$ cat config.mk
export PLATFORM = sky130hd
export DESIGN_NAME = fl4_acc
export DESIGN_NICKNAME = d
export VERILOG_FILES = /design/src/rtl/core/fl4_pkg.sv /design/src/rtl/core/fl4_acc.sv
export SDC_FILE = /design/constraint.sdc
export NUM_CORES = 2
export LEC_CHECK = 0
export BUFFER_PORTS_ARGS = -buffer_cell sky130_fd_sc_hd__buf_4
export CORE_MARGIN = 4
export CORE_UTILIZATION = 40
export CTS_CLUSTER_SIZE = 12
export DETAILED_ROUTE_END_ITERATION = 10
export PLACE_DENSITY = 0.65
export REMOVE_ABC_BUFFERS = 1
export SYNTH_ARGS = -nofsm -noshare
export SYNTH_HDL_FRONTEND = slang
export SYNTH_SLANG_ARGS = --single-unit
$ cat constraint.sdc
create_clock -name i_clk -period 12.05 [get_ports i_clk]
set_input_delay 1.205 -clock i_clk [delete_from_list [all_inputs] [get_ports i_clk]]
set_output_delay 1.205 -clock i_clk [all_outputs]
set_load 0.02 [all_outputs]
$ cat src/rtl/core/fl4_pkg.sv
// Shared types, constants and helper functions for the Fletcher-4 checksum engine.
package fl4_pkg;

    localparam int WORD_W      = 32;
    localparam int ACC_W       = 64;
    localparam int WORD_FIELDS = 4;
    localparam int COUNT_W     = 3;
    localparam int N_SUMS      = 4;
    localparam int CFG_IDX_W   = 3;

    typedef enum logic [CFG_IDX_W-1:0] {
        CFG_BYTE_SWAP = 3'd0,
        CFG_SEED_A    = 3'd1,
        CFG_SEED_B    = 3'd2,
        CFG_SEED_C    = 3'd3,
        CFG_SEED_D    = 3'd4
    } t_cfg_idx;

    typedef struct packed {
        logic [WORD_W-1:0]  word_0;
        logic [WORD_W-1:0]  word_1;
        logic [WORD_W-1:0]  word_2;
        logic [WORD_W-1:0]  word_3;
        logic [COUNT_W-1:0] word_count;
        logic               first;
        logic               last;
    } t_in_req;

    typedef struct packed {
        logic [ACC_W-1:0] sum_a;
        logic [ACC_W-1:0] sum_b;
        logic [ACC_W-1:0] sum_c;
        logic [ACC_W-1:0] sum_d;
    } t_out_res;

    // Control that travels alongside the lane data.
    typedef struct packed {
        logic               vld;
        logic               first;
        logic               last;
        logic [COUNT_W-1:0] cnt;
    } t_ctl;

    function automatic logic [WORD_W-1:0] swap32(input logic [WORD_W-1:0] w);
        return {w[7:0], w[15:8], w[23:16], w[31:24]};
    endfunction

    // k(k+1)/2
    function automatic int tri_num(input int k);
        return (k * (k + 1)) / 2;
    endfunction

    // k(k+1)(k+2)/6 for k up to WORD_FIELDS, built as a sum of triangular numbers
    function automatic int tet_num(input int k);
        int s;
        s = 0;
        for (int j = 1; j <= WORD_FIELDS; j++) begin
            if (j <= k) begin
                s = s + tri_num(j);
            end
        end
        return s;
    endfunction

endpackage

$ cat src/rtl/core/fl4_acc.sv
// Accumulator stage: folds one request's merged sums into the four running sums.
module fl4_acc import fl4_pkg::*; #(
    parameter int SUM_W = 39
) (
    input  logic                          i_clk,
    input  logic                          i_rst_n,
    input  logic                          i_en,
    input  t_ctl                          i_ctl,
    input  logic [N_SUMS-1:0][SUM_W-1:0]  i_sum,
    input  t_out_res                      i_seed,
    output t_out_res                      o_acc_nxt
);

    localparam int T2_W = COUNT_W + 1;
    localparam int T3_W = COUNT_W + 2;

    t_out_res          r_acc;
    t_out_res          w_base;
    t_out_res          n_acc;
    logic [T2_W-1:0]   w_t2;
    logic [T3_W-1:0]   w_t3;

    assign w_base = i_ctl.first ? i_seed : r_acc;
    assign w_t2   = T2_W'(tri_num(int'(i_ctl.cnt)));
    assign w_t3   = T3_W'(tet_num(int'(i_ctl.cnt)));

    // Closed form of n sequential Fletcher steps; everything wraps mod 2^64
    always_comb begin
        n_acc.sum_a = w_base.sum_a + ACC_W'(i_sum[0]);
        n_acc.sum_b = w_base.sum_b + ACC_W'(w_base.sum_a * i_ctl.cnt) + ACC_W'(i_sum[1]);
        n_acc.sum_c = w_base.sum_c + ACC_W'(w_base.sum_b * i_ctl.cnt)
                    + ACC_W'(w_base.sum_a * w_t2) + ACC_W'(i_sum[2]);
        n_acc.sum_d = w_base.sum_d + ACC_W'(w_base.sum_c * i_ctl.cnt)
                    + ACC_W'(w_base.sum_b * w_t2) + ACC_W'(w_base.sum_a * w_t3)
                    + ACC_W'(i_sum[3]);
    end

    always_ff @(posedge i_clk) begin
        if (!i_rst_n) begin
            r_acc <= '0;
        end else if (i_en && i_ctl.vld) begin
            r_acc <= n_acc;
        end
    end

    assign o_acc_nxt = n_acc;

endmodule

==> results.cfg <==
[run_status]
status = finished clean

[place]
gp_congestion = 1.06
io_buffer_count = 675
dp.cells = 9812
place_hpwl_um = 199000

[floorplan]
die_x_um = 404
initial_utilization = 0.404
dieArea_mm2 = 0.163
io_pins = 677
core.rowCount = 144
fp.dieH_um = 404
core_mm2 = 0.155

[sta]
worstMarginPinSlew_ps = 1130
fmax_mhz = 83.8
slew_violations = 0
period_share = 0.990
rsz0062_at_grt = no
max_slew_margin = 0.249
hold_viol_final = 0
finalCriticalPeriod_ps = 11930
skew_ps = 37.6
setup_viol = 0

[cts]
clockBufferDepth = 3
worst_skew_pair.late_latency_ps = 650
cts_tree = yes
clkTransAtPathRegs_ps = 60
clock-sinks = 256
clockRootBuffer = clkbuf_16
numCtsBuffers = 41
cts_htree_levels = 2

[yosys]
synth_area_mm2 = 0.0627
synthCells = 7205
synth-seq-cells = 256
ys_types = 91
yosys_most_used_dff = dfxtp_1
async_flop_share = 0
yosysSeqAreaShare = 0.0818
syn_area_per_cell_um2 = 8.70
yosysWarnings = 0
synth_edf_count = 0

[setup_path]
crit_fanout = 12
criticalPathCategory = input pin to primary output
cp.required_ps = 10850
critPathArrivalTime_ps = 10720
slowest_stage = xor2_1
setup.worst_path.start_class = input pin
cp-end-kind = primary output
cpPeakStageDelay_ps = 570
cpMostUsedCell = fa_1

[detailed_routing]
post-route-drc-count = 0
via_per_inst = 5.45
drtPass1Iterations = 7
wirelength_um = 241000
drt_iter0_markers = 4397
wl_per_cell_um = 24.4
ant_nets = 0
vias = 53900

[final_layout]
fin_cells = 9897
biggestRegsByFlops = r_acc: 256 flops
layout_commonest_cell = nand2_1
area_growth_pct = 16.0
nNetsFinal = 9850
largest_reg_flops = 256
regMostFlops = r_acc
final_cell_mix = nand2_1 (1354), fa_1 (1271), inv_1 (1160), buf_4 (890), and2_1 (338)
drive_above_1_share = 0.164

[grt]
grt_max_degree = 93
grt_use_total = 0.295
grt_overflow = 0
antenna_found_initial = 11
first_global_vias = 56800
grt_pass1_wl_um = 360000

[flow_run]
drv_cap = 0

[min_path]
min_path_type = flip-flop to flip-flop
cells by family after synthesis:
kind of cell    after synthesis  synth area share
simple gates               2295             0.162
mux                         332            0.0573
xor+xnor                    288            0.0407
fa+ha+maj                  1609             0.474
flops                       256            0.0818
compound gates              891            0.0921
buf+inv                    1534            0.0927
critical path: cells and delay by family:
| kind | cells | cell delay, ps |
|---|---|---|
| xor gates and xnor gates | 4 | 1280 |
| and+or+nand+nor | 4 | 600 |
| buffers and inverters | 8 | 1220 |
| AOI/OAI and AO/OA | 7 | 2280 |
| adders and majority gates | 10 | 4090 |
metrics by stage:
| stage | setup WS [ps] | util | hold slack, ps | setup TNS (ps) | cell area [µm²] |
|---|---|---|---|---|---|
| final | 123 | 0.469 | 452 | 0 | 72700 |
| after global routing | 3.09 | 0.469 | 463 | 0 | 72700 |
| after CTS | 63.5 | 0.468 | 452 | 0 | 72400 |
| after detailed placement | -370 | 0.458 | 444 | -1760 | 70900 |
| after global placement | -213 | 0.458 | 433 | -872 | 70900 |
| after floorplan | -2110 | - | 427 | -120190 | 61300 |
synthesized netlist by cell type (15+ instances only):
library cell / instances / area, µm²
inv_1: 1161 / 4360
clkinv_1: 34 / 128
a31oi_1: 34 / 213
nand2_1: 1356 / 5090
nor2_1: 311 / 1170
a211oi_1: 22 / 165
o21bai_1: 39 / 293
mux2_2: 214 / 2410
a21oi_1: 331 / 1660
clkbuf_1: 302 / 1130
nor2b_1: 33 / 206
o21a_1: 31 / 233
nand2b_1: 27 / 169
ha_1: 337 / 4220
a21o_1: 117 / 878
nor3_1: 53 / 265
o21ai_0: 110 / 551
buf_1: 22 / 82.6
and3_1: 18 / 113
fa_1: 1272 / 25500
and2_1: 339 / 2120
o211ai_1: 26 / 195
dfxtp_1: 256 / 5120
mux2i_1: 118 / 1180
a22o_1: 49 / 429
xnor2_1: 190 / 1660
nand4_1: 43 / 269
nand3_1: 58 / 290
o21ai_1: 15 / 75.1
xor2_1: 95 / 832
final cells by class:
class | instances | area [µm²]
multi-input cells | 5415 | 52100
well taps | 2044 | 2560
clock buffers | 51 | 1150
inverters | 1196 | 4490
repair buffers | 910 | 7020
fillers | 15000 | 82300
diodes | 3 | 7.51
flip-flops and latches | 256 | 5120
clock inverters | 22 | 274
timing repair:
action / CTS / global route
pin swaps: 4 / 8
endpoints found under the setup margin: 13 / 27
cloned: 0 / 0
gates resized for setup: 7 / 41
hold buffers: 0 / 0
buffers inserted: 5 / 4
worst paths after layout:
kind	startpoint	end	slack (ps)	cells after the start
min reg2reg	r_acc[59]$_SDFFE_PN0P_	r_acc[59]$_SDFFE_PN0P_	450	2
max	i_ctl[0]	o_acc_nxt[111]	120	33
max reg2reg	r_acc[208]$_SDFFE_PN0P_	r_acc[50]$_SDFFE_PN0P_	3690	32
min	r_acc[59]$_SDFFE_PN0P_	r_acc[59]$_SDFFE_PN0P_	450	2
metal layers:
metal	wire length (µm)	vias to the layer above	track usage
li1	-	23600	-
met1	94500	27300	0.381
met2	112000	2570	0.481
met3	22500	458	0.0600
met4	12600	8	0.129
met5	49	-	0
Power is not shown: default switching activity piles up to over one toggle a cycle in this logic, so the estimate is an artifact.
