--- config.mk ---
export PLATFORM = sky130hd
export DESIGN_NAME = fl4_lane
export DESIGN_NICKNAME = d
export VERILOG_FILES = /design/src/rtl/core/fl4_pkg.sv /design/src/rtl/core/fl4_lane.sv
export SDC_FILE = /design/constraint.sdc
export NUM_CORES = 1
export LEC_CHECK = 0
export BUFFER_PORTS_ARGS = -buffer_cell sky130_fd_sc_hd__buf_2
export CAP_MARGIN = 5
export CORE_ASPECT_RATIO = 0.9
export CORE_MARGIN = 2
export CORE_UTILIZATION = 60
export DETAILED_ROUTE_END_ITERATION = 7
export GPL_ROUTABILITY_DRIVEN = 0
export PLACE_DENSITY = 0.81
export SETUP_SLACK_MARGIN = 0.1
export SKIP_CTS_REPAIR_TIMING = 1
export SYNTH_ARGS = -nofsm -noshare
export SYNTH_HDL_FRONTEND = slang
export SYNTH_SLANG_ARGS = --single-unit
export TNS_END_PERCENT = 30
--- constraint.sdc ---
create_clock -name i_clk -period 12 [get_ports i_clk]
set_input_delay 1.8 -clock i_clk [delete_from_list [all_inputs] [get_ports i_clk]]
set_output_delay 1.8 -clock i_clk [all_outputs]
set_load 0.02 [all_outputs]
--- src/rtl/core/fl4_pkg.sv ---
// Shared types, constants and helper functions for the Fletcher-4 checksum engine.
package fl4_pkg;

    localparam int WORD_W      = 32;
    localparam int ACC_W       = 64;
    localparam int WORD_FIELDS = 4;
    localparam int COUNT_W     = 3;
    localparam int N_SUMS      = 4;
    localparam int CFG_IDX_W   = 3;

    typedef enum logic [CFG_IDX_W-1:0] {
        CFG_BYTE_SWAP = 3'd0,
        CFG_SEED_A    = 3'd1,
        CFG_SEED_B    = 3'd2,
        CFG_SEED_C    = 3'd3,
        CFG_SEED_D    = 3'd4
    } t_cfg_idx;

    typedef struct packed {
        logic [WORD_W-1:0]  word_0;
        logic [WORD_W-1:0]  word_1;
        logic [WORD_W-1:0]  word_2;
        logic [WORD_W-1:0]  word_3;
        logic [COUNT_W-1:0] word_count;
        logic               first;
        logic               last;
    } t_in_req;

    typedef struct packed {
        logic [ACC_W-1:0] sum_a;
        logic [ACC_W-1:0] sum_b;
        logic [ACC_W-1:0] sum_c;
        logic [ACC_W-1:0] sum_d;
    } t_out_res;

    // Control that travels alongside the lane data.
    typedef struct packed {
        logic               vld;
        logic               first;
        logic               last;
        logic [COUNT_W-1:0] cnt;
    } t_ctl;

    function automatic logic [WORD_W-1:0] swap32(input logic [WORD_W-1:0] w);
        return {w[7:0], w[15:8], w[23:16], w[31:24]};
    endfunction

    // k(k+1)/2
    function automatic int tri_num(input int k);
        return (k * (k + 1)) / 2;
    endfunction

    // k(k+1)(k+2)/6 for k up to WORD_FIELDS, built as a sum of triangular numbers
    function automatic int tet_num(input int k);
        int s;
        s = 0;
        for (int j = 1; j <= WORD_FIELDS; j++) begin
            if (j <= k) begin
                s = s + tri_num(j);
            end
        end
        return s;
    endfunction

endpackage

--- src/rtl/core/fl4_lane.sv ---
// One lane: byte swap and weighting of a single word by its position coefficients.
module fl4_lane import fl4_pkg::*; #(
    parameter int CW    = 5,
    parameter int SUM_W = 39
) (
    input  logic                           i_clk,
    input  logic                           i_en,
    input  logic [WORD_W-1:0]              i_word,
    input  logic                           i_swap,
    input  logic [COUNT_W-1:0]             i_k,
    output logic [N_SUMS-1:0][SUM_W-1:0]   o_term
);

    logic [WORD_W-1:0]             w_word;
    logic                          w_act;
    logic [CW-1:0]                 w_c2;
    logic [CW-1:0]                 w_c3;
    logic [CW-1:0]                 w_c4;
    logic [N_SUMS-1:0][SUM_W-1:0]  n_term;
    logic [N_SUMS-1:0][SUM_W-1:0]  r_term;

    assign w_word = i_swap ? swap32(i_word) : i_word;
    assign w_act  = (i_k != '0);
    assign w_c2   = CW'(i_k);
    assign w_c3   = CW'(tri_num(int'(i_k)));
    assign w_c4   = CW'(tet_num(int'(i_k)));

    // k counts the words from this one to the end of the request, itself included
    always_comb begin
        n_term[0] = w_act ? SUM_W'(w_word) : '0;
        n_term[1] = SUM_W'(w_word) * SUM_W'(w_c2);
        n_term[2] = SUM_W'(w_word) * SUM_W'(w_c3);
        n_term[3] = SUM_W'(w_word) * SUM_W'(w_c4);
    end

    always_ff @(posedge i_clk) begin
        if (i_en) begin
            r_term <= n_term;
        end
    end

    assign o_term = r_term;

endmodule

==> reports/qor.csv <==
stage,metric,value,unit
logic_synthesis,Synth Flop Type,edfxtp_1,
logic_synthesis,most common cell in the netlist,inv_1,
clocking,CTS Sinks,141,
drt,drt initial violations,1504,
worst_setup_path,worst path cell trace,buf_2 > inv_1 > ha_1 > nand2_1 > fa_1 > inv_1 > fa_1 > and2_1 > fa_1 > fa_1 > inv_1 > fa_1 > inv_1 > ha_1 > a21o_1 > a21o_1 > a221o_1 > o21ai_0 > a21boi_0 > o21ai_0 > o41ai_1 > xor2_1,
floorplan,Die Wd,189,µm
final_layout,layout cell share with drive strength beyond 1,13.0,%
logic_synthesis,Synth Cell Area,18400,µm²
drt,post-route DRC violation count,0,
sta,hold slack,1.88,ns
pwr,sequential share of power,19.4,%
logic_synthesis,top post-synthesis cells by area,"fa_1 (23%), edfxtp_1 (23%), ha_1 (9.4%)",
sta,FMAX,0.105,GHz
floorplan,core area,30000,µm²
worst_setup_path,Setup Crit Path Kind,primary input to register,
logic_synthesis,area share of the largest cell type after synthesis,23.3,%
sta,post-layout minimum cycle time,9.56,ns
pwr,Leak,10.2,nW
grt,total global-route track usage,30.4,%
final_layout,fin cells,2578,
grt,met1 Use GR,40.8,%
pwr,NetSw,2.21,mW
pwr,Power Density,225,nW/µm²
drt,Vias/cell,5.83,
grt,initial antenna violation count,6,
final_layout,Area Growth Syn to Fin,9.80,%
clocking,CTS max path bufs,2,
sta,Final TNS setup,0,ns
floorplan,Ports,194,
logic_synthesis,Ys Warns,0,
logic_synthesis,sequential element share of the synthesized area,23.0,%
floorplan,Initial Util,61.3,%
drt,Avg WL per Cell,18.6,µm
logic_synthesis,Synth cell types,66,
worst_setup_path,CP Capture Type,register,
worst_setup_path,slowest CP cell,fa_1,
floorplan,Die Y,170,µm
placement,HPWL Detailed,36700,µm
final_layout,finished layout cell area,20200,µm²
final_layout,Nets,2550,
worst_setup_path,critical path arrival,9.74,ns
worst_setup_path,worst path buffer plus inverter count,5,
worst_setup_path,crit-path max FO,38,
sta,Setup Viol. Count Final,0,
pwr,Int Pwr,2.35,mW
placement,Placed Cells,2543,
sta,crit share post-route,79.6,%
placement,Port-buffer cells,178,
logic_synthesis,synthesized netlist cell count,2023,
logic_synthesis,Synth async-reset ratio,0,%
worst_setup_path,CP top delay family,adder cells,
clocking,CTS tree,built,
grt,grt ovf,0,
grt,vias in the first global route,14800,
pwr,peak supply drop,0.000212,V
sta,max-slew violations,0,
run_status,status,completed,
grt,first-pass GRT wire length,76200,µm
pwr,Logic pwr share,68.8,%
logic_synthesis,synth cell count leaders,"inv_1 (321), nor2_1 (264), fa_1 (214)",
drt,ANT nets after route,0,
hold_path,Hold Path Class,primary input to register,
logic_synthesis,mean area per synthesized cell,9.10,µm²
grt,met2 usage,46.4,%
drt,Routed WL,47900,µm
clocking,CTS Buf Count,17,
sta,RSZ-0062 raised after global routing,no,
grt,busiest grt layer,met2,
sta,Worst Tran Pin Value,1.09,ns
logic_synthesis,synthesized flop and latch total,141,
worst_setup_path,CP required,12.18,ns
pwr,clock share of power,11.8,%
worst_setup_path,CP max stage delay,1.14,ns
clocking,H-tree Lvls,4,
final_layout,max FFs per register,141,
sta,slew margin rel.,25.2,%
placement,placed cell area,19600,µm²
floorplan,total die area,32100,µm²
job,max-cap viol count,0,
logic_synthesis,Post-synth EDFFs,141,
grt,largest net degree at the start of global routing,72,
drt,drt pass-1 iters,8,
pwr,sw frac,48.5,%
sta,"Hold Vio Cnt, Final",0,
drt,vias,15000,
logic_synthesis,largest area contributor in the netlist,fa_1,
grt,met3 Usage GRT,7.63,%
worst_setup_path,CP startpoint kind,primary input,
worst_setup_path,CP most frequent cell,fa_1,
floorplan,# rows,60,
clocking,"Reg clk slew, reported paths",0.07,ns
clocking,clk root buf,clkbuf_16,
## path summary, 6_finish.rpt
kind  startpoint  slack (ns)  cells past startpoint          end
min         i_en        1.88                      1  o_term[114]
max       i_k[0]        2.44                     22  o_term[112]
## cell type report
type / count / area (µm²)
Multi-Input combinational cell: 1489 / 12700
Fill cell: 2387 / 9810
Sequential cell: 141 / 4230
Inverter: 321 / 1200
Timing Repair Buffer: 189 / 980
Tap cell: 403 / 504
Clock buffer: 19 / 433
Clock inverter: 12 / 139
Antenna cell: 4 / 10.0
## per-layer routing
metal,up-vias,routed length (µm)
met5,-,40
met4,6,2320
met3,148,5260
met2,886,21000
met1,7178,19300
li1,6813,-
## metrics by stage
stage / total power [mW] / utilization (%) / setup slack, ns
after floorplan: 3.18 / - / 3.19
after global placement: 3.87 / 65.4 / 2.30
after detailed placement: 3.94 / 65.4 / 2.16
after CTS: 4.52 / 67.3 / 2.60
after global routing: 4.91 / 67.3 / 1.99
final: 4.56 / 67.3 / 2.44
## power groups by stage
stage	Combinational [mW]	Clock (mW)	Sequential [mW]
2_1_floorplan	2.07	0	1.10
3_3_place_gp	2.97	0	0.893
3_5_place_dp	3.05	0	0.894
4_1_cts	3.09	0.545	0.887
5_1_grt	3.45	0.558	0.902
6_report	3.13	0.537	0.886
## cell usage in the layout (no fill, tap or decap), types with 10 or more instances in the layout
cell type and instances:
conb_1 15, a21o_1 48, xnor2_1 59, buf_2 177
clkbuf_16 17, buf_4 11, nand2_1 172, mux2i_1 31
fa_1 214, and3_1 14, inv_1 321, mux2_2 27
nand2b_1 55, a21oi_1 85, o21a_1 12, o21ai_0 55
nand3_1 18, and2_1 64, ha_1 139, or2_2 10
nor3_1 10, o21bai_1 13, edfxtp_1 141, nor2_1 264
a31oi_1 15, xor2_1 33, nor2b_1 27
## logic make-up (layout without fill, tap and decap cells)
group / after synthesis / after routing / synth area share [%]
AO/OA/AOI/OAI: 310 / 310 / 11.4
XOR/XNOR: 96 / 96 / 4.57
adder cells (fa/ha/maj): 353 / 353 / 32.7
buffers and inverters: 407 / 541 / 8.61
flip-flops: 141 / 141 / 23.0
multiplexers: 62 / 62 / 3.56
other: 1 / 19 / 0.0204
AND/OR/NAND/NOR: 653 / 653 / 16.1
Note: power is estimated with default switching activity, not from simulation.
