File: src/rtl/core/fl4_pkg.sv
// Shared types, constants and helper functions for the Fletcher-4 checksum engine.
package fl4_pkg;

    localparam int WORD_W      = 32;
    localparam int ACC_W       = 64;
    localparam int WORD_FIELDS = 4;
    localparam int COUNT_W     = 3;
    localparam int N_SUMS      = 4;
    localparam int CFG_IDX_W   = 3;

    typedef enum logic [CFG_IDX_W-1:0] {
        CFG_BYTE_SWAP = 3'd0,
        CFG_SEED_A    = 3'd1,
        CFG_SEED_B    = 3'd2,
        CFG_SEED_C    = 3'd3,
        CFG_SEED_D    = 3'd4
    } t_cfg_idx;

    typedef struct packed {
        logic [WORD_W-1:0]  word_0;
        logic [WORD_W-1:0]  word_1;
        logic [WORD_W-1:0]  word_2;
        logic [WORD_W-1:0]  word_3;
        logic [COUNT_W-1:0] word_count;
        logic               first;
        logic               last;
    } t_in_req;

    typedef struct packed {
        logic [ACC_W-1:0] sum_a;
        logic [ACC_W-1:0] sum_b;
        logic [ACC_W-1:0] sum_c;
        logic [ACC_W-1:0] sum_d;
    } t_out_res;

    // Control that travels alongside the lane data.
    typedef struct packed {
        logic               vld;
        logic               first;
        logic               last;
        logic [COUNT_W-1:0] cnt;
    } t_ctl;

    function automatic logic [WORD_W-1:0] swap32(input logic [WORD_W-1:0] w);
        return {w[7:0], w[15:8], w[23:16], w[31:24]};
    endfunction

    // k(k+1)/2
    function automatic int tri_num(input int k);
        return (k * (k + 1)) / 2;
    endfunction

    // k(k+1)(k+2)/6 for k up to WORD_FIELDS, built as a sum of triangular numbers
    function automatic int tet_num(input int k);
        int s;
        s = 0;
        for (int j = 1; j <= WORD_FIELDS; j++) begin
            if (j <= k) begin
                s = s + tri_num(j);
            end
        end
        return s;
    endfunction

endpackage

File: src/rtl/core/fl4_merge.sv
// Registered adder tree that merges the lane terms into four per-request sums.
module fl4_merge import fl4_pkg::*; #(
    parameter int NL    = 4,
    parameter int SUM_W = 39
) (
    input  logic                                   i_clk,
    input  logic                                   i_en,
    input  logic [NL-1:0][N_SUMS-1:0][SUM_W-1:0]   i_leaf,
    output logic [N_SUMS-1:0][SUM_W-1:0]           o_sum
);

    localparam int DEPTH = $clog2(NL);
    localparam int P     = 1 << DEPTH;

    // Heap layout: node j has children 2j+1 and 2j+2, leaves from P-1 up
    logic [N_SUMS-1:0][SUM_W-1:0] w_node [2*P-1];

    for (genvar j = 0; j < P; j++) begin : g_leaf
        if (j < NL) begin : g_used
            assign w_node[P-1+j] = i_leaf[j];
        end else begin : g_pad
            assign w_node[P-1+j] = '0;
        end
    end

    for (genvar j = 0; j < P - 1; j++) begin : g_node
        logic [N_SUMS-1:0][SUM_W-1:0] r_sum;

        always_ff @(posedge i_clk) begin
            if (i_en) begin
                for (int f = 0; f < N_SUMS; f++) begin
                    r_sum[f] <= w_node[2*j+1][f] + w_node[2*j+2][f];
                end
            end
        end

        assign w_node[j] = r_sum;
    end

    assign o_sum = w_node[0];

endmodule

File: config.mk
export PLATFORM = sky130hd
export DESIGN_NAME = fl4_merge
export DESIGN_NICKNAME = d
export VERILOG_FILES = /design/src/rtl/core/fl4_pkg.sv /design/src/rtl/core/fl4_merge.sv
export SDC_FILE = /design/constraint.sdc
export NUM_CORES = 1
export LEC_CHECK = 0
export ABC_AREA = 1
export BUFFER_PORTS_ARGS = -buffer_cell sky130_fd_sc_hd__clkbuf_2
export CORE_MARGIN = 2
export CORE_UTILIZATION = 41
export DETAILED_ROUTE_END_ITERATION = 10
export GPL_TIMING_DRIVEN = 0
export PLACE_DENSITY = 0.63
export SYNTH_ARGS = -nofsm -noshare
export SYNTH_HDL_FRONTEND = slang
export SYNTH_SLANG_ARGS = --single-unit
File: constraint.sdc
create_clock -name i_clk -period 2.4 [get_ports i_clk]
set_input_delay 0.24 -clock i_clk [delete_from_list [all_inputs] [get_ports i_clk]]
set_output_delay 0.24 -clock i_clk [all_outputs]
set_load 0.05 [all_outputs]
==> impl_metrics.ini, run 1 <==
[status]
status = completed

[worst_setup_path]
crit_chain = ha_1 > nand2_1 > nand2_1 > nand2_1 > nand2_1 > nand2_1 > nand3_1 > nand2_1 > nand2_2 > xor2_1
end_kind = flip-flop
crit_slowest_cell = edfxtp_1
slowest_delay_ns = 0.42
crit_path_frequent_cell = nand2_1
critical_path.top_delay_family = simple AND/OR/NAND/NOR gates
worstPathRequired_ns = 2.79
crit_buf_inv = 0
rrSetupSlack_ns = 0.08
cp_max_fo = 5
path_class = flip-flop to flip-flop
worstSetupStartpointType = flip-flop
crit_arrival_ns = 2.71

[floorplan]
pin_count = 782
start_util_pct = 41.2
core_area_sq_mm = 0.118
die_x_microns = 348
rows = 126
dieArea_sq_mm = 0.121
die_y_microns = 348

[pwr]
power_leakage_nw = 31.7
cellPowerDensity_mw_per_mm2 = 755
ir_drop_mv = 0.594
combPwrFrac_pct = 48.9
p_seq_share_pct = 29.0
switchingPower_mw = 19.6
p_int_mw = 23.2
switching_share_pct = 45.8
p_clk_share_pct = 22.0

[grt]
grt_pass1_vias = 47500
overflow = 0
grt_pass1_wl_microns = 277000
grt_max_degree = 107
grt.total_usage_pct = 30.3
grt_antenna_before_repair = 10

[synthesis]
syn-num-nets = 8666
synth_cell_types = 24
yosys_warnings = 0
synth_area_sq_mm = 0.0485
syn_area_per_cell_sq_um = 6.40
syn_inst = 7572
yosys_register_bits = 468
seq_area_frac_synth_pct = 29.0

[run]
drv_cap = 0

[clock_tree]
cts_tree = done
cts.reportedPaths.clkPinSlew_ns = 0.07
numCtsBuffers = 56
clk_latency_ns = 0.68
cts_max_level = 2
cts_root_buf = clkbuf_16
cts.sinks = 468
max-clock-path-buffers = 3

[placed_design]
gp_congestion = 1.00
hpwl_microns = 166000
dp.cells = 9893
portBuffers = 781
preCtsSetupSlack_ns = -0.295
dpl-instance-area_sq_mm = 0.0544

[min_path]
hp-class = input pin to flip-flop

[sta]
min_period_over_period_pct = 96.6
holdWs_ns = 0.0271
tightest_slew_ns = 0.795
fin_ws_ns = 0.0804
slew_violations = 0
max_clock_freq_mhz = 431
setup_viol_count_final = 0
timing_hold_violations_final = 0
min_period_ns = 2.32
tns_ns = 0
finalClockSkew_ns = 0.0312
slew_headroom_pct = 47.0

[routing]
ant_nets = 0
detail_route.wl_per_cell_microns = 18.8
vias = 49700
vias_per_cell = 4.96
routed_wl_microns = 188000
drtPass1Iterations = 6
drtIter0Drc = 3413
drcViolationCount = 0

[final_layout]
design_area_sq_mm = 0.0567
final_net_count = 9526
fillers = 12400
layout-drive-gt1-share_pct = 12.3
layout.cells.non_filler = 10000
area_growth_pct = 17.0
## area by class of cell
class                      instances  area [sq um]  area share [%]
multi-input combinational       5592         28800            50.9
inverter                        1512          5680            10.0
timing repair buffer             802          4200            7.40
antenna                            2          5.00         0.00883
tap                             1536          1920            3.39
clock buffer                      64          1450            2.56
sequential                       468         14100            24.8
clock inverter                    40           544           0.960
## power by group through the flow
stage | registers (mW) | clock network [mW] | logic, mW
after detailed placement | 12.6 | 0 | 20.7
after CTS | 12.4 | 9.59 | 20.8
after global placement | 12.7 | 0 | 20.6
after floorplan | 15.3 | 0 | 10.9
after global routing | 12.6 | 9.87 | 22.9
final | 12.4 | 9.43 | 20.9
## layout by cell type, fill, tap and decap left out, types with 3 or more instances in the layout
cell,Yosys,final
ha_2,0,3
clkbuf_16,0,57
nand3b_1,24,24
nor3_1,144,144
clkinv_1,0,5
o21ai_0,192,192
bufinv_16,0,12
and2_4,12,12
xor2_1,192,190
fa_2,0,3
edfxtp_1,468,468
ha_1,456,451
nor2_4,14,14
xnor2_1,72,72
a21oi_2,3,3
or2_1,12,12
a21oi_1,357,357
clkbuf_1,0,7
nand2_2,46,50
fa_1,12,9
nand3_2,47,53
nand3_1,301,294
nand2_1,2942,2938
clkinvlp_4,0,5
nand2b_1,24,24
inv_6,0,8
nor2_2,19,19
buf_16,0,4
dlygate4sd3_1,0,16
nor2_1,663,663
o21bai_1,12,12
a31oi_1,48,48
clkinv_2,0,8
inv_1,1511,1508
clkbuf_2,0,780
inv_2,1,4
## through the flow
step / utilization (%) / power [mW]
floorplan: - / 26.2
detailed placement: 46.3 / 33.3
finish: 48.2 / 42.8
CTS: 48.1 / 42.8
global route: 48.2 / 45.4
global placement: 46.2 / 33.3
## worst paths after layout
path | depth (start not counted) | endpoint | from
worst max-delay path | 10 | o_sum[18] | g_node[2].r_sum[3]
worst min-delay path | 5 | g_node[2].r_sum[38] | i_leaf[506]
worst max register to register | 10 | o_sum[18] | g_node[2].r_sum[3]
worst min register to register | 1 | o_sum[78] | g_node[2].r_sum[78]
## logic make-up (layout without fill, tap and decap cells)
logic type,count (synthesis),after routing,synth area share [%]
compound gates,612,612,6.53
xor+xnor,264,264,4.77
fa+ha+maj,468,468,12.3
buf+inv,1512,2418,11.7
flops,468,468,29.0
other cells,0,2,0
simple gates,4248,4248,35.7
## timing repair
item | CTS | global route
hold buffers | 16 | 0
setup buffers | 1 | 0
pin swaps | 0 | 1
endpoints found under the setup margin | 7 | 18
gates resized for setup | 8 | 19
endpoints found under the hold margin | 8 | 0
## Yosys cell counts
master	n	share of area [%]
nor2_2	19	0.25
nand3b_1	24	0.37
o21ai_0	192	2.0
nand2_1	2942	23
nand2b_1	24	0.31
xnor2_1	72	1.3
nand2_2	46	0.59
ha_1	456	12
or2_1	12	0.15
nor2_1	663	5.1
nor2_4	14	0.33
fa_1	12	0.50
a31oi_1	48	0.62
and2_4	12	0.22
nor3_1	144	1.5
nand3_1	301	3.1
inv_2	1	0.0077
edfxtp_1	468	29
inv_1	1511	12
o21bai_1	12	0.19
nand3_2	47	0.97
xor2_1	192	3.5
a21oi_2	3	0.054
a21oi_1	357	3.7
## flip-flops by register name, indices dropped and copies added (netlist names)
name          count
o_sum           156
g_node.r_sum    312
## worst reg2reg max path, stage by stage (launching register included)
cell and delay [ns]:
edfxtp_1 0.42, ha_1 0.40, nand2_1 0.14, nand2_1 0.10
nand2_1 0.07, nand2_1 0.06, nand2_1 0.04, nand3_1 0.15
nand2_1 0.12, nand2_2 0.13, xor2_1 0.42
## routing by layer
layer / vias up / routed length [microns] / part of all wire, % / GRT usage (%)
met2: 1538 / 88300 / 47 / 51.6
met3: 298 / 11800 / 6.2 / 4.32
li1: 25300 / - / - / -
met1: 22500 / 80500 / 43 / 38.6
met4: 12 / 7780 / 4.1 / 11.5
met5: - / 66 / 0.035 / 0
Note: power is estimated with default switching activity, not from simulation.
==> inputs of run 2 (changes only) <==
- BUFFER_PORTS_ARGS: -buffer_cell sky130_fd_sc_hd__clkbuf_2 -> -buffer_cell sky130_fd_sc_hd__buf_2
- CAP_MARGIN: unset -> 10
- PLACE_DENSITY: 0.63 -> 0.65
- clock period: 2.4 -> 2.1 ns (I/O delays scaled with it)
==> run 2 against run 1 <==
Compared with the run above:
- the flow now finishes with violations (negative setup slack)
- critical path type unchanged
- sequential share of layout area down 0.97 points
- clock skew fell by 0.0062 ns
- sequential power increased by 17%
- largest power group unchanged
==> impl_metrics.ini, run 2 (same netlist as run 1, synthesis figures left out) <==
[floorplan]
pin_count = 782
die_x_microns = 348
die_y_microns = 348
start_util_pct = 41.2
rows = 126
dieArea_sq_mm = 0.121
core_area_sq_mm = 0.118

[status]
violations = negative setup slack
status = complete, but fails checks

[run]
drv_cap = 0

[worst_setup_path]
crit_slowest_cell = edfxtp_1
end_kind = flip-flop
worstPathRequired_ns = 2.49
cp_max_fo = 3
crit_arrival_ns = 2.50
crit_chain = ha_4 > inv_2 > fa_2 > inv_2 > nand3_2 > nand3_4 > buf_6 > nand3b_1 > nand3_4 > nand2_2 > nand3_2 > nand2_2
worstSetupStartpointType = flip-flop
slowest_delay_ns = 0.37
path_class = flip-flop to flip-flop
critical_path.top_delay_family = simple AND/OR/NAND/NOR gates
crit_buf_inv = 3

[sta]
min_period_ns = 2.10
slew_headroom_pct = 51.8
fin_ws_ns = -0.00449
tightest_slew_ns = 0.723
setup_viol_count_final = 1
timing_hold_violations_final = 0
slew_violations = 0
max_clock_freq_mhz = 475
finalClockSkew_ns = 0.0250
min_period_over_period_pct = 100
tns_ns = -0.00449
rsz0062_at_grt = true
holdWs_ns = 0.0462

[final_layout]
ff_latch_area_sq_mm = 0.0141
layout_common_cells = 2843 x nand2_1, 1499 x inv_1, 780 x buf_2
layout.cells.non_filler = 10100
multi_input_comb_area_sq_mm = 0.0309
area_growth_pct = 21.7
top_register = g_node.r_sum
design_area_sq_mm = 0.0590
mostFrequentLayoutCell = nand2_1
layout-drive-gt1-share_pct = 16.8
fillers = 12100
largest_register_ffs = 312
final_net_count = 9571

[grt]
grt_antenna_before_repair = 11
grt_pass1_wl_microns = 266000
grt_pass1_vias = 47300
grt_max_degree = 122
overflow = 0
grt.total_usage_pct = 28.7

[placed_design]
gp_congestion = 0.967
dp.cells = 9893
portBuffers = 781
preCtsSetupSlack_ns = -0.460
dpl-instance-area_sq_mm = 0.0544
hpwl_microns = 156000

[pwr]
cellPowerDensity_mw_per_mm2 = 858
ir_drop_mv = 0.684
power_leakage_nw = 31.9

[clock_tree]
cts.sinks = 468
cts_tree = done
cts.reportedPaths.clkPinSlew_ns = 0.07
cts_root_buf = clkbuf_16
max-clock-path-buffers = 3
clk_latency_ns = 0.67
cts_max_level = 2
numCtsBuffers = 58

[routing]
drcViolationCount = 0
ant_nets = 0
detail_route.wl_per_cell_microns = 18.0
routed_wl_microns = 181000
drtPass1Iterations = 6
drtIter0Drc = 3098
vias_per_cell = 4.93
vias = 49600

[min_path]
hp-class = input pin to flip-flop
run 2: changes by cell type in the layout (fill, tap and decap cells not counted), sizes merged:
cell	change
buf	+823
clkbuf	-784
bufinv	-5
clkinv	+5
clkinvlp	+2
diode	-1
dlygate4sd3	+1
inv	+1
run 2: worst paths after layout:
check / cells after the start / slack [ns] / from / to
worst min register to register: 1 / 0.58 / g_node[1].r_sum[0] / o_sum[0]
worst max register to register: 12 / -0.004 / g_node[2].r_sum[0] / o_sum[28]
worst max-delay path: 12 / -0.004 / g_node[2].r_sum[0] / o_sum[28]
worst min-delay path: 5 / 0.05 / i_leaf[584] / g_node[2].r_sum[116]
run 2: routing by layer:
metal | track usage, % | share of wire [%]
met1 | 36.4 | 43
met4 | 9.73 | 3.7
met5 | 0 | 0.020
met2 | 49.8 | 48
met3 | 3.88 | 5.7
run 2: where the power goes:
part | internal [mW] | switching, mW | leakage [nW]
clock network | 6.02 | 4.41 | 0.936
registers | 13.2 | 1.22 | 4.58
logic | 8.26 | 17.5 | 26.3
run 2: final cells by class:
type,count,share of cell area [%]
inverter,1512,9.62
sequential,468,23.8
tap,1536,3.26
clock inverter,43,0.781
multi-input combinational,5592,52.3
timing repair buffer,845,7.67
clock buffer,61,2.52
antenna,1,0.00424
run 2: what timing repair did:
| item | 4_1_cts | 5_1_grt |
|---|---|---|
| hold buffers | 17 | 0 |
| setup endpoints to repair | 72 | 77 |
| gates cloned | 0 | 0 |
| pin swaps | 8 | 62 |
| buffers inserted | 7 | 36 |
| hold endpoints to repair | 16 | 0 |
| gates resized for setup | 106 | 335 |
run 2: worst reg2reg max path: stages (launching register included):
cell and delay [ns]:
edfxtp_1 0.37, ha_4 0.17, inv_2 0.04, fa_2 0.35, inv_2 0.10, nand3_2 0.09, nand3_4 0.10, buf_6 0.10
nand3b_1 0.12, nand3_4 0.16, nand2_2 0.09, nand3_2 0.07, nand2_2 0.08
run 2: metrics by stage:
stage               utilization, %  power [mW]
global placement              46.2        37.6
finish                        50.2        50.6
global route                  50.2        53.6
floorplan                        -        29.9
CTS                           48.7        48.9
detailed placement            46.3        37.6
